File: config.mk
export PLATFORM = sky130hd
export DESIGN_NAME = olph_ram
export DESIGN_NICKNAME = d
export VERILOG_FILES = /design/src/rtl/olph_ram.sv
export SDC_FILE = /design/constraint.sdc
export NUM_CORES = 1
export LEC_CHECK = 0
export BUFFER_PORTS_ARGS = -buffer_cell sky130_fd_sc_hd__buf_2
export CAP_MARGIN = 20
export CORE_MARGIN = 3
export CORE_UTILIZATION = 35
export CTS_CLUSTER_DIAMETER = 40
export CTS_CLUSTER_SIZE = 8
export DETAILED_ROUTE_END_ITERATION = 12
export MAX_ROUTING_LAYER = met4
export SYNTH_ARGS = -nofsm -noshare
export SYNTH_HDL_FRONTEND = slang
export SYNTH_SLANG_ARGS = --single-unit
File: constraint.sdc
create_clock -name clk -period 1.45 [get_ports clk]
set_input_delay 0.0725 -clock clk [delete_from_list [all_inputs] [get_ports clk]]
set_output_delay 0.0725 -clock clk [all_outputs]
set_load 0.005 [all_outputs]
File: src/rtl/olph_ram.sv
// Generic single-port-write, single-port-read RAM with registered read data.
`default_nettype none
module olph_ram #(
	parameter int WIDTH = 8,
	parameter int DEPTH = 16
) (
	input  wire logic                     clk,
	input  wire logic                     we,
	input  wire logic [$clog2(DEPTH)-1:0] waddr,
	input  wire logic [WIDTH-1:0]         wdata,
	input  wire logic [$clog2(DEPTH)-1:0] raddr,
	output logic      [WIDTH-1:0]         rdata
);
	logic [WIDTH-1:0] mem [DEPTH];

	always_ff @(posedge clk) begin
		if (we) begin
			mem[waddr] <= wdata;
		end
		rdata <= mem[raddr];
	end
endmodule
`default_nettype wire

# [Word-level counts from Yosys, hierarchy flattened]
# Memory sizes are Yosys's and may differ from the RTL's. A register that Yosys moved wholly into a read port is not among the register bits.
# Cells that the tools add are included.
[totals] regBits=0 ramBits=128 out_inout_bits=8 mem_count=1
[mem_list] name="mem" depth=16 word_bits=8 rd=1 rd_clocked_by_memory_dff=1 wr=1 line="14" rtl="logic [WIDTH-1:0] mem [DEPTH];"
[op_classes] n_mux=2
[ops] op="$mux W1" n=2

# [Logic depth before layout (Yosys ltp)]
[depth] depth_word=2 mapped_depth=5 depth_no_buf=3

# [Least setup slack after synthesis]
# OpenSTA, ideal clock, no wires.
[synth_timing] path_kind="input-to-reg" startpoint="input port waddr[2]" endpoint="memory mem[0][0] (enable)" arrival_ns=1.182 t_required_ns=1.067 setup_slack_ns=-0.115 path_stages=2 cell_sequence="or3b_2 > nor3_1"
[synth_rtl] element="start: declaration" line="9" rtl="input wire logic [$clog2(DEPTH)-1:0] waddr,"
[synth_rtl] element="end: declaration" line="14"
# No word-level cell before the write port.

==> impl_metrics.yaml <==
setup_path:
  critical_path_required_ps: 1720
  critical_path.endpoint_type: "register"
  r2r_end: "rdata[6]"
  cp_max_fo: 1
  arrival_ps: 1620
  reg2regPathDepth: 3
  regToRegStartpoint: "mem[0][6]"
  criticalPathCategory: "register to register"
  cp_cell_sequence: "mux4_2 -> a22oi_1 -> nand2_1"
  timing.reg2reg.setup_slack_ps: 110
  setup.worst_path.start: "mem[0][6]"
  critPathLaunchType: "register"
  critical_path.top_delay_family: "multiplexers"
  cp_num_buf_inv: 0
  slowest_delay_ps: 460
  worst_path_max_delay_cell: "sky130_fd_sc_hd__mux4_2"
synthesis:
  share_of_yosys_cell_area_claimed_by_the_top_area_cell_type_pct: 74.7
  synth_sequential_area_ratio_pct: 77.8
  synthesis.instances: 229
  muxShareOfSynthArea_pct: 15.0
  yosysTopAreaCell: "sky130_fd_sc_hd__edfxtp_1"
  synth.ff_latch_count: 136
  synthesis.area_mm2: 0.00515
  synth_cell_type_count: 19
  synth_xor_xnor_area_share_pct: 0
  synthesis.yosys.warnings: 0
  synth.avg_cell_area_um2: 22.5
  post_synth_fa_ha_maj_area_fraction_pct: 0
  synth_net_count: 247
  largest_family_of_logic_cells_by_synthesized_area: "multiplexers"
  synth.area.top_cells: "sky130_fd_sc_hd__edfxtp_1 (75%), sky130_fd_sc_hd__mux4_2 (7.9%), sky130_fd_sc_hd__mux4_1 (7.1%)"
  synthSimpleGateAreaFrac_pct: 3.18
  synth_area_in_compound_gates_pct: 2.33
timing:
  finalHoldWorstSlack_ps: 45.0
  max_clock_freq_mhz: 745
  worst_rel_slew_slack_pct: 45.7
  timing.final.hold_violations: 0
  timing.final.crit_share_pct: 92.6
  timing.final.max_slew_violations: 0
  setup_repair_after_global_routing_missed_its_margin: "no"
  period_minus_slack_ps: 1340
  finClkSkew_ps: 9.78
  setup_viol_count_final: 0
  least_margin_pin_slew_ps: 814
  worst_slack_ps: 107
global_route:
  antenna_found_initial: 0
  grt_overflow_total: 0
  track_usage_pct: 13.3
  grt_pass1_vias: 2517
  grt_start_max_net_pins: 33
  grt_first_pass_wirelength_mm: 14.9
routing:
  route.detailed.vias_per_inst: 5.03
  ant_nets: 0
  drt_pass1_iterations: 4
  drt_iter0_drc: 247
  postRouteWirelength_mm: 9.71
  routed_wire_length_per_instance_um: 20.4
  drc: 0
  vias: 2389
floorplan:
  design.die.area_mm2: 0.0162
  design.core.area_mm2: 0.0141
  row_count: 43
  dieHeight_um: 127
  pin_count: 26
  fp.dieW_um: 127
  floorplan.initialDensity_pct: 36.4
placed_design:
  routabilityCongestion: 0.696
  placedInstanceArea_mm2: 0.00558
  setup_slack_at_placement_ps: -82.9
  io_buffer_count: 25
  dp_hpwl_mm: 6.09
clock_tree:
  clock_slew_at_the_register_clock_pins_of_the_worst_setup_and_hold_paths_ps: 60
  cts_sinks: 136
  cts_htree_levels: 4
  insertion_delay_ps: 410
  cts_hold_repair.buffers: 0
  cts_root_buf: "sky130_fd_sc_hd__clkbuf_16"
  cts_post_setup_buffers_inserted: 0
  tritoncts: "yes"
  cts_made_buffers: 17
  cts.path.max_buffers: 2
outcome:
  run_status: "complete, no violations"
power_and_ir_drop:
  power.density_mw_per_mm2: 1530
  worst_ir_drop_vdd_mv: 0.873
  total_power_of_the_final_layout_mw: 9.56
  cellLeakagePower_nw: 2.11
final_layout:
  fin_nets: 300
  antenna_cells_inserted: 0
  area_delta_synth_final_pct: 21.4
  drive_above_1_share_pct: 32.2
  finalInstanceArea_mm2: 0.00625
hold_path:
  hold-path-cell-count: 1
  holdPathEnd: "mem[1][0]"
  worstHoldPathType: "input pin to register"
  min-delay-start: "wdata[0]"
job:
  drv_cap: 0
flip-flops by register name, indices dropped and copies added, names as in the netlist:
name	count
mem	128
rdata	8
cells in the mapped netlist:
cell                              number
sky130_fd_sc_hd__edfxtp_1            128
sky130_fd_sc_hd__mux4_2               18
sky130_fd_sc_hd__a22oi_1              16
sky130_fd_sc_hd__mux4_1               14
sky130_fd_sc_hd__nor2_1               13
sky130_fd_sc_hd__nand2_1               9
sky130_fd_sc_hd__dfxtp_1               8
sky130_fd_sc_hd__nor3_1                4
sky130_fd_sc_hd__buf_2                 3
sky130_fd_sc_hd__buf_6                 3
sky130_fd_sc_hd__clkdlybuf4s25_2       3
sky130_fd_sc_hd__nand2b_1              2
sky130_fd_sc_hd__nand3b_1              2
sky130_fd_sc_hd__and2_1                1
sky130_fd_sc_hd__and2b_1               1
sky130_fd_sc_hd__buf_4                 1
sky130_fd_sc_hd__nand3_1               1
sky130_fd_sc_hd__nor2b_1               1
sky130_fd_sc_hd__or3b_2                1
per-layer routing:
layer  track usage (%)  part of all wire, %  vias to the layer above
li1                  -                    -                     1077
met5                 -                    0                        -
met1              17.6                   45                     1235
met4              5.11                 0.57                        0
met3              4.14                  6.7                        5
met2              19.5                   48                       72
area by class of cell:
cell class	instances	area [um2]
timing repair buffer	44	293
clock buffer	18	429
multi-input combinational	83	1070
fill	1211	7900
clock inverter	14	229
sequential	136	4000
tap	180	225
worst reg2reg max path, stage by stage (launching register included):
cell	delay, ps
sky130_fd_sc_hd__edfxtp_1	370
sky130_fd_sc_hd__mux4_2	460
sky130_fd_sc_hd__a22oi_1	250
sky130_fd_sc_hd__nand2_1	130
layout by cell type (no fill, tap or decap):
master / instances
sky130_fd_sc_hd__nand2b_1: 2
sky130_fd_sc_hd__buf_12: 2
sky130_fd_sc_hd__clkinv_2: 3
sky130_fd_sc_hd__clkinv_1: 1
sky130_fd_sc_hd__buf_4: 17
sky130_fd_sc_hd__nor3_2: 1
sky130_fd_sc_hd__nand2_1: 9
sky130_fd_sc_hd__clkinvlp_4: 4
sky130_fd_sc_hd__and2b_1: 1
sky130_fd_sc_hd__or3b_2: 1
sky130_fd_sc_hd__bufinv_16: 6
sky130_fd_sc_hd__mux4_2: 18
sky130_fd_sc_hd__clkbuf_16: 17
sky130_fd_sc_hd__nor2b_1: 1
sky130_fd_sc_hd__edfxtp_1: 128
sky130_fd_sc_hd__nor3_1: 3
sky130_fd_sc_hd__dfxtp_1: 8
sky130_fd_sc_hd__nand3b_1: 2
sky130_fd_sc_hd__buf_2: 25
sky130_fd_sc_hd__clkbuf_1: 1
sky130_fd_sc_hd__nor2_1: 13
sky130_fd_sc_hd__a22oi_2: 1
sky130_fd_sc_hd__nand3_1: 1
sky130_fd_sc_hd__mux4_1: 14
sky130_fd_sc_hd__a22oi_1: 15
sky130_fd_sc_hd__and2_1: 1
through the flow:
step	instances	util, %	setup TNS [ps]
2_1_floorplan	229	-	0
3_3_place_gp	443	39.5	-113
3_5_place_dp	443	39.5	-144
4_1_cts	475	44.1	0
5_1_grt	475	44.2	0
6_report	475	44.2	0
repair_timing:
item | CTS | global route
endpoints found under the hold margin | 0 | 0
endpoints found under the setup margin | 0 | 1
gates resized for setup | 0 | 1
where the power goes:
group / internal, mW / switching (mW) / total, mW
logic: 0.177 / 0.223 / 0.401
registers: 4.40 / 0.0253 / 4.42
clock network: 3.20 / 1.53 / 4.74
total: 7.78 / 1.78 / 9.56
how the worst max path moves through the flow:
stage	slack, ps	depth (start not counted)	endpoint
floorplan	110	2	mem[3][0]
global placement	-60	5	rdata[2]
detailed placement	-80	5	rdata[2]
CTS	60	3	rdata[2]
global route	70	3	rdata[7]
finish	110	3	rdata[6]
cells by family after synthesis:
logic type	Yosys count
and+or+nand+nor	35
buffers and inverters	10
DFF	136
muxes	32
AOI/OAI and AO/OA	16
Power figures use the tool's default switching activity.
