[src/rtl/olph_pkg.sv]
// Shared types and constants of the ordered hash table unit.
`default_nettype none
package olph_pkg;
	localparam int DEF_CAPACITY   = 1024;
	localparam int DEF_VALUE_BITS = 32;
	localparam int KEY_BITS       = 32;
	localparam int CFG_BITS       = 11;
	localparam int CNT_BITS       = 11;
	localparam int PROBE_BITS     = 10;
	localparam logic [CFG_BITS-1:0] CFG_RESET = 11'd1024;

	localparam logic [1:0] MARK_EMPTY = 2'd0;
	localparam logic [1:0] MARK_FULL  = 2'd1;
	localparam logic [1:0] MARK_TOMB  = 2'd2;

	localparam logic [1:0] KIND_INSERT = 2'd0;
	localparam logic [1:0] KIND_QUERY  = 2'd1;
	localparam logic [1:0] KIND_REMOVE = 2'd2;
	localparam logic [1:0] KIND_NONE   = 2'd3;

	localparam logic [1:0] STAT_SUCCESS   = 2'd0;
	localparam logic [1:0] STAT_DUPLICATE = 2'd1;
	localparam logic [1:0] STAT_FULL      = 2'd2;
	localparam logic [1:0] STAT_NOT_FOUND = 2'd3;

	typedef enum logic [3:0] {
		ST_CLEAR,
		ST_IDLE,
		ST_HOME,
		ST_START,
		ST_RD,
		ST_CK1,
		ST_CK2,
		ST_END,
		ST_SC_STEP,
		ST_SC_CK,
		ST_SH_RD,
		ST_SH_WR,
		ST_WR,
		ST_DONE
	} state_t;
endpackage
`default_nettype wire

[src/rtl/olph_hash.sv]
// Registered home-slot multiplier: home = (key * buckets) >> 32.
`default_nettype none
module olph_hash #(
	parameter int BW = 11
) (
	input  wire logic                           clk,
	input  wire logic [olph_pkg::KEY_BITS-1:0]  key,
	input  wire logic [BW-1:0]                  buckets,
	output logic      [BW-1:0]                  home
);
	localparam int PW = olph_pkg::KEY_BITS + BW;
	logic [PW-1:0] prod;

	assign prod = PW'(key) * PW'(buckets);

	always_ff @(posedge clk) begin
		home <= prod[PW-1:olph_pkg::KEY_BITS];
	end
endmodule
`default_nettype wire

[config.mk]
export PLATFORM = sky130hd
export DESIGN_NAME = olph_hash
export DESIGN_NICKNAME = d
export VERILOG_FILES = /design/src/rtl/olph_pkg.sv /design/src/rtl/olph_hash.sv
export SDC_FILE = /design/constraint.sdc
export NUM_CORES = 1
export LEC_CHECK = 0
export ABC_AREA = 1
export ABC_CLOCK_PERIOD_IN_PS = 5900
export BUFFER_PORTS_ARGS = -buffer_cell sky130_fd_sc_hd__buf_2
export CORE_MARGIN = 8
export CORE_UTILIZATION = 40
export CTS_CLUSTER_DIAMETER = 60
export DETAILED_ROUTE_END_ITERATION = 16
export PLACE_DENSITY = 0.62
export SYNTH_ARGS = -nofsm -noshare
export SYNTH_HDL_FRONTEND = slang
export SYNTH_SLANG_ARGS = --single-unit
export TNS_END_PERCENT = 50
[constraint.sdc]
create_clock -name clk -period 5.9 [get_ports clk]
set_clock_uncertainty 0.15 [all_clocks]
set_input_delay 0.295 -clock clk [delete_from_list [all_inputs] [get_ports clk]]
set_output_delay 0.295 -clock clk [all_outputs]
set_load 0.01 [all_outputs]
# Word level (Yosys, flattened, before mapping)
# Index checks and enable logic that the tools add are counted.
[word_totals]
reg_bits = 11
inputBits = 44
output_inout_bits = 11
wordCells = 2
[op_classes]
mul = 1
[op_table]
columns = ["operator", "n"]
rows = [
  ["32-bit by 11-bit multiplier with 43-bit output", 1],
]

# Longest topological paths before layout
[logic_depth]
word_depth = 1
ltp_mapped = 24
depth_no_buf = 23

# Worst setup path before layout
# OpenSTA, ideal clock, no wires.
[synth_path]
path_type = "input-to-reg"
start = "input port key[31] (netlist bit)"
end = "register home[10]"
setup_ps = 113
t_arrival_ps = 4471
required_time_ps = 5637
slack_ps = 1167
path_stages = 22
n_path_buf = 1
cell_sequence = "clkbuf_1 nand2_1 fa_1 inv_1 fa_1 inv_1 fa_1 inv_1 fa_1 inv_1 fa_1 inv_1 ha_1 nand2_1 nor2_2 inv_2 nor2_1 inv_1 nor2_1 nand3_1 nand4_1 nand2_1"
[synth_via]
elab_chain_len = 1
[synth_rtl]
columns = ["item", "line", "rtl"]
rows = [
  ["start, declared", "olph_hash.sv:7", "input wire logic [olph_pkg::KEY_BITS-1:0] key,"],
  ["32-bit by 11-bit multiplier with 43-bit output", "olph_hash.sv:14", "assign prod = PW'(key) * PW'(buckets);"],
  ["via prod[42]", "olph_hash.sv:12", "logic [PW-1:0] prod;"],
  ["end signal, assigned", "olph_hash.sv:17", "home <= prod[PW-1:olph_pkg::KEY_BITS];"],
  ["end, declared", "olph_hash.sv:9", "output logic [BW-1:0] home"],
]
# The timed path passes the listed nets, and every way through them passes these cells.

# Final worst setup path
[layout_path]
start = "input port buckets[3]"
end = "register home[6]"
[layout_via]
elab_chain_len = 1
[layout_rtl]
columns = ["item", "line", "rtl"]
rows = [
  ["start, declared", "olph_hash.sv:8", "input wire logic [BW-1:0] buckets,"],
  ["32-bit by 11-bit multiplier with 43-bit output", "olph_hash.sv:14", ""],
  ["via prod[38]", "olph_hash.sv:12", ""],
]
# The timed path passes the listed nets, and every way through them passes these cells.

==> metrics.md <==
| Metric | Value |
|---|---|
| Top reg by flops | home |
| Die width | 185 µm |
| Ant diodes | 0 |
| Commonest non-fill, non-tap cell in the layout | nand2_1 |
| Via/cell ratio | between 4 and 5 |
| Number of synthesized flops with an enable pin | 0 |
| Top Ports | 55 |
| Hold path cells | 6 |
| Post-DP HPWL | between 20,000 and 25,000 µm |
| Buffers on Ports | 54 |
| Worst min path class | in -> reg |
| Worst slew pin tran | 0.789 ns |
| Placed Cells | between 1,500 and 2,000 |
| Iter 0 DRT Violations | 522 |
| Largest net degree at the start of global routing | 33 |
| # Max-Cap Violations | 0 |
| Leak Pwr | between 7 and 8 nW |
| First-pass GRT wire length | ~50,000 µm |
| Vias in the first global route | 10,073 |
| Num CTS Buffers | 3 |
| Via Count | 9,249 |
| Final hold vios | 0 |
| Routed Antenna Nets | 0 |
| Max frequency | roughly 0.19 GHz |
| CORE AREA | around 28,000 µm² |
| Largest register FFs | 11 |
| Overflow after GRT | 0 |
| Ratio of cells with drive above 1 in the final layout | 0.0588 |
| Clk sink count | 11 |
| Crit. End Element | register |
| Hold Path End | home[4] |
| Final setup viols | 0 |
| Final period utilization | 0.893 |
| Initial Utilization | 0.403 |
| DR DRC count | 0 |
| RSZ-0062 raised after global routing | no |
| Sequential area share after synthesis | 0.0192 |
| Postcts setup bufs | 0 |
| GRT Util Overall | 0.177 |
| Max Root-Sink Buffers | 2 |
| Clock transition at path regs | around 0.04 ns |
| Final #Nets | 1,956 |
| GPL Wtd Cong | between 0.9 and 1 |
| Area Overhead vs Synth | 5.53% |
| Full die area | 34,300 µm² |
| DRT Pass-1 Iters | 5 |
| CP startpoint kind | input port |
| Total Routed Length | between 20,000 and 30,000 µm |
| Netlist cell types | 33 |
| CTS tree | built |
| Post-synthesis instance area | 11,500 µm² |
| Worst Setup Path Type | in -> reg |
| Mapped Nets | approximately 2,000 |
| Critical Path Fanout Max | 28 |
| Post-CTS sizing | 0 |
| Power density over the cells | 525 nW/µm² |
| Row count | slightly above 60 |
| Yosys Warn Count | 0 |
| Antenna violations before repair | 0 |
| H-tree lvl count | 1 |
| Worst EP required | around 5.9 ns |
| WL/cell | 14.6 µm |
| Ys flop type | dfxtp_1 |
| Min-delay src | key[1] |
| Fin crit period | between 5 and 6 ns |
| Commonest cells after routing, fill and taps aside | nand2_1 (473), inv_1 (447), fa_1 (268) |
| Peak supply drop | about 340 µV |
| Slew HR | 0.474 |
| Fin Setup TNS | 0 ns |
| Die Ht | 185 µm |
| Biggest registers after layout | home: 11 flops |
| Crit path arrival time | 5.28 ns |
| CTS Root Cell | clkbuf_16 |
| Async SR Flop Fraction | 0 |
| Post-CTS Hold Buffers | 0 |
| Final Non-Filler Cells | roughly 2,000 |
| Slew Viols, Final | 0 |
| Synth Instances | roughly 1,600 |
| Status | completed |
| Syn avg cell area | 7.33 µm² |
| Synth Register Bits | 11 |
-- kinds of logic (layout without fill, tap and decap cells) --
family | count (synthesis) | in the layout | share of synthesized area
flops | 11 | 11 | 0.0192
fa+ha+maj | 346 | 346 | 0.553
xor+xnor | 4 | 4 | 0.00306
buf+inv | 516 | 517 | 0.170
simple gates | 594 | 594 | 0.209
compound gates | 93 | 93 | 0.0458
-- metrics by stage --
stage / hold WS [ns] / area (µm²) / worst slack [ns] / util / power, mW
after floorplan: 0.449 / 11500 / 1.17 / - / 4.76
after global placement: 0.549 / 12000 / 0.454 / 0.422 / 6.20
after detailed placement: 0.552 / 12000 / 0.395 / 0.422 / 6.22
after CTS: 0.588 / 12100 / 0.638 / 0.425 / 6.40
after global routing: 0.647 / 12100 / 0.295 / 0.425 / 7.38
final: 0.583 / 12100 / 0.632 / 0.425 / 6.35
-- cells in the mapped netlist (8+ instances only) --
master | count | area (µm²)
inv_1 | 447 | 1680
nand3_1 | 25 | 125
dfxtp_1 | 11 | 220
nor3_1 | 10 | 50.1
a21oi_1 | 43 | 215
o21ai_0 | 26 | 130
clkbuf_1 | 63 | 236
nand2_2 | 8 | 50.1
nor2_1 | 55 | 206
fa_1 | 268 | 5370
nand4_1 | 10 | 62.6
nand2_1 | 473 | 1780
ha_1 | 78 | 976
-- metal layers --
metal	GRT usage	wire length, µm
met2	0.329	14700
met4	0.0301	371
met3	0.00569	761
met1	0.229	12600
met5	0	0
-- critical path, stage by stage --
cell	delay, ns
buf_2	0.59
nand2_1	0.17
fa_1	0.55
inv_1	0.06
fa_1	0.49
inv_1	0.05
fa_1	0.52
inv_1	0.05
fa_1	0.47
inv_1	0.05
fa_1	0.47
inv_1	0.04
ha_1	0.35
nand2_1	0.16
nor2_2	0.17
nand2_1	0.12
nor4_2	0.25
nand3_1	0.14
nand3_1	0.13
xor2_1	0.15
-- power breakdown --
group          switching, mW  leakage (nW)  internal (mW)  total (mW)
Combinational           3.91          7.06           2.15        6.07
Sequential            0.0221        0.0925          0.133       0.155
Clock                 0.0332        0.0382         0.0908       0.124
-- cell type report --
cell class / count / area, µm²
multi-input cells: 1037 / 9300
flip-flops and latches: 11 / 220
clock buffers: 4 / 78.8
repair buffers: 62 / 330
fillers: 2990 / 16400
inverters: 451 / 1690
well taps: 384 / 480
-- worst max path at each step --
stage,slack (ns),startpoint,to
final,0.63,buckets[3],home[6]
after global routing,0.29,buckets[3],home[6]
after CTS,0.64,buckets[3],home[7]
after detailed placement,0.40,buckets[3],home[7]
after global placement,0.45,buckets[3],home[7]
after floorplan,1.17,key[31],home[10]
(Power assumes the default switching activity.)
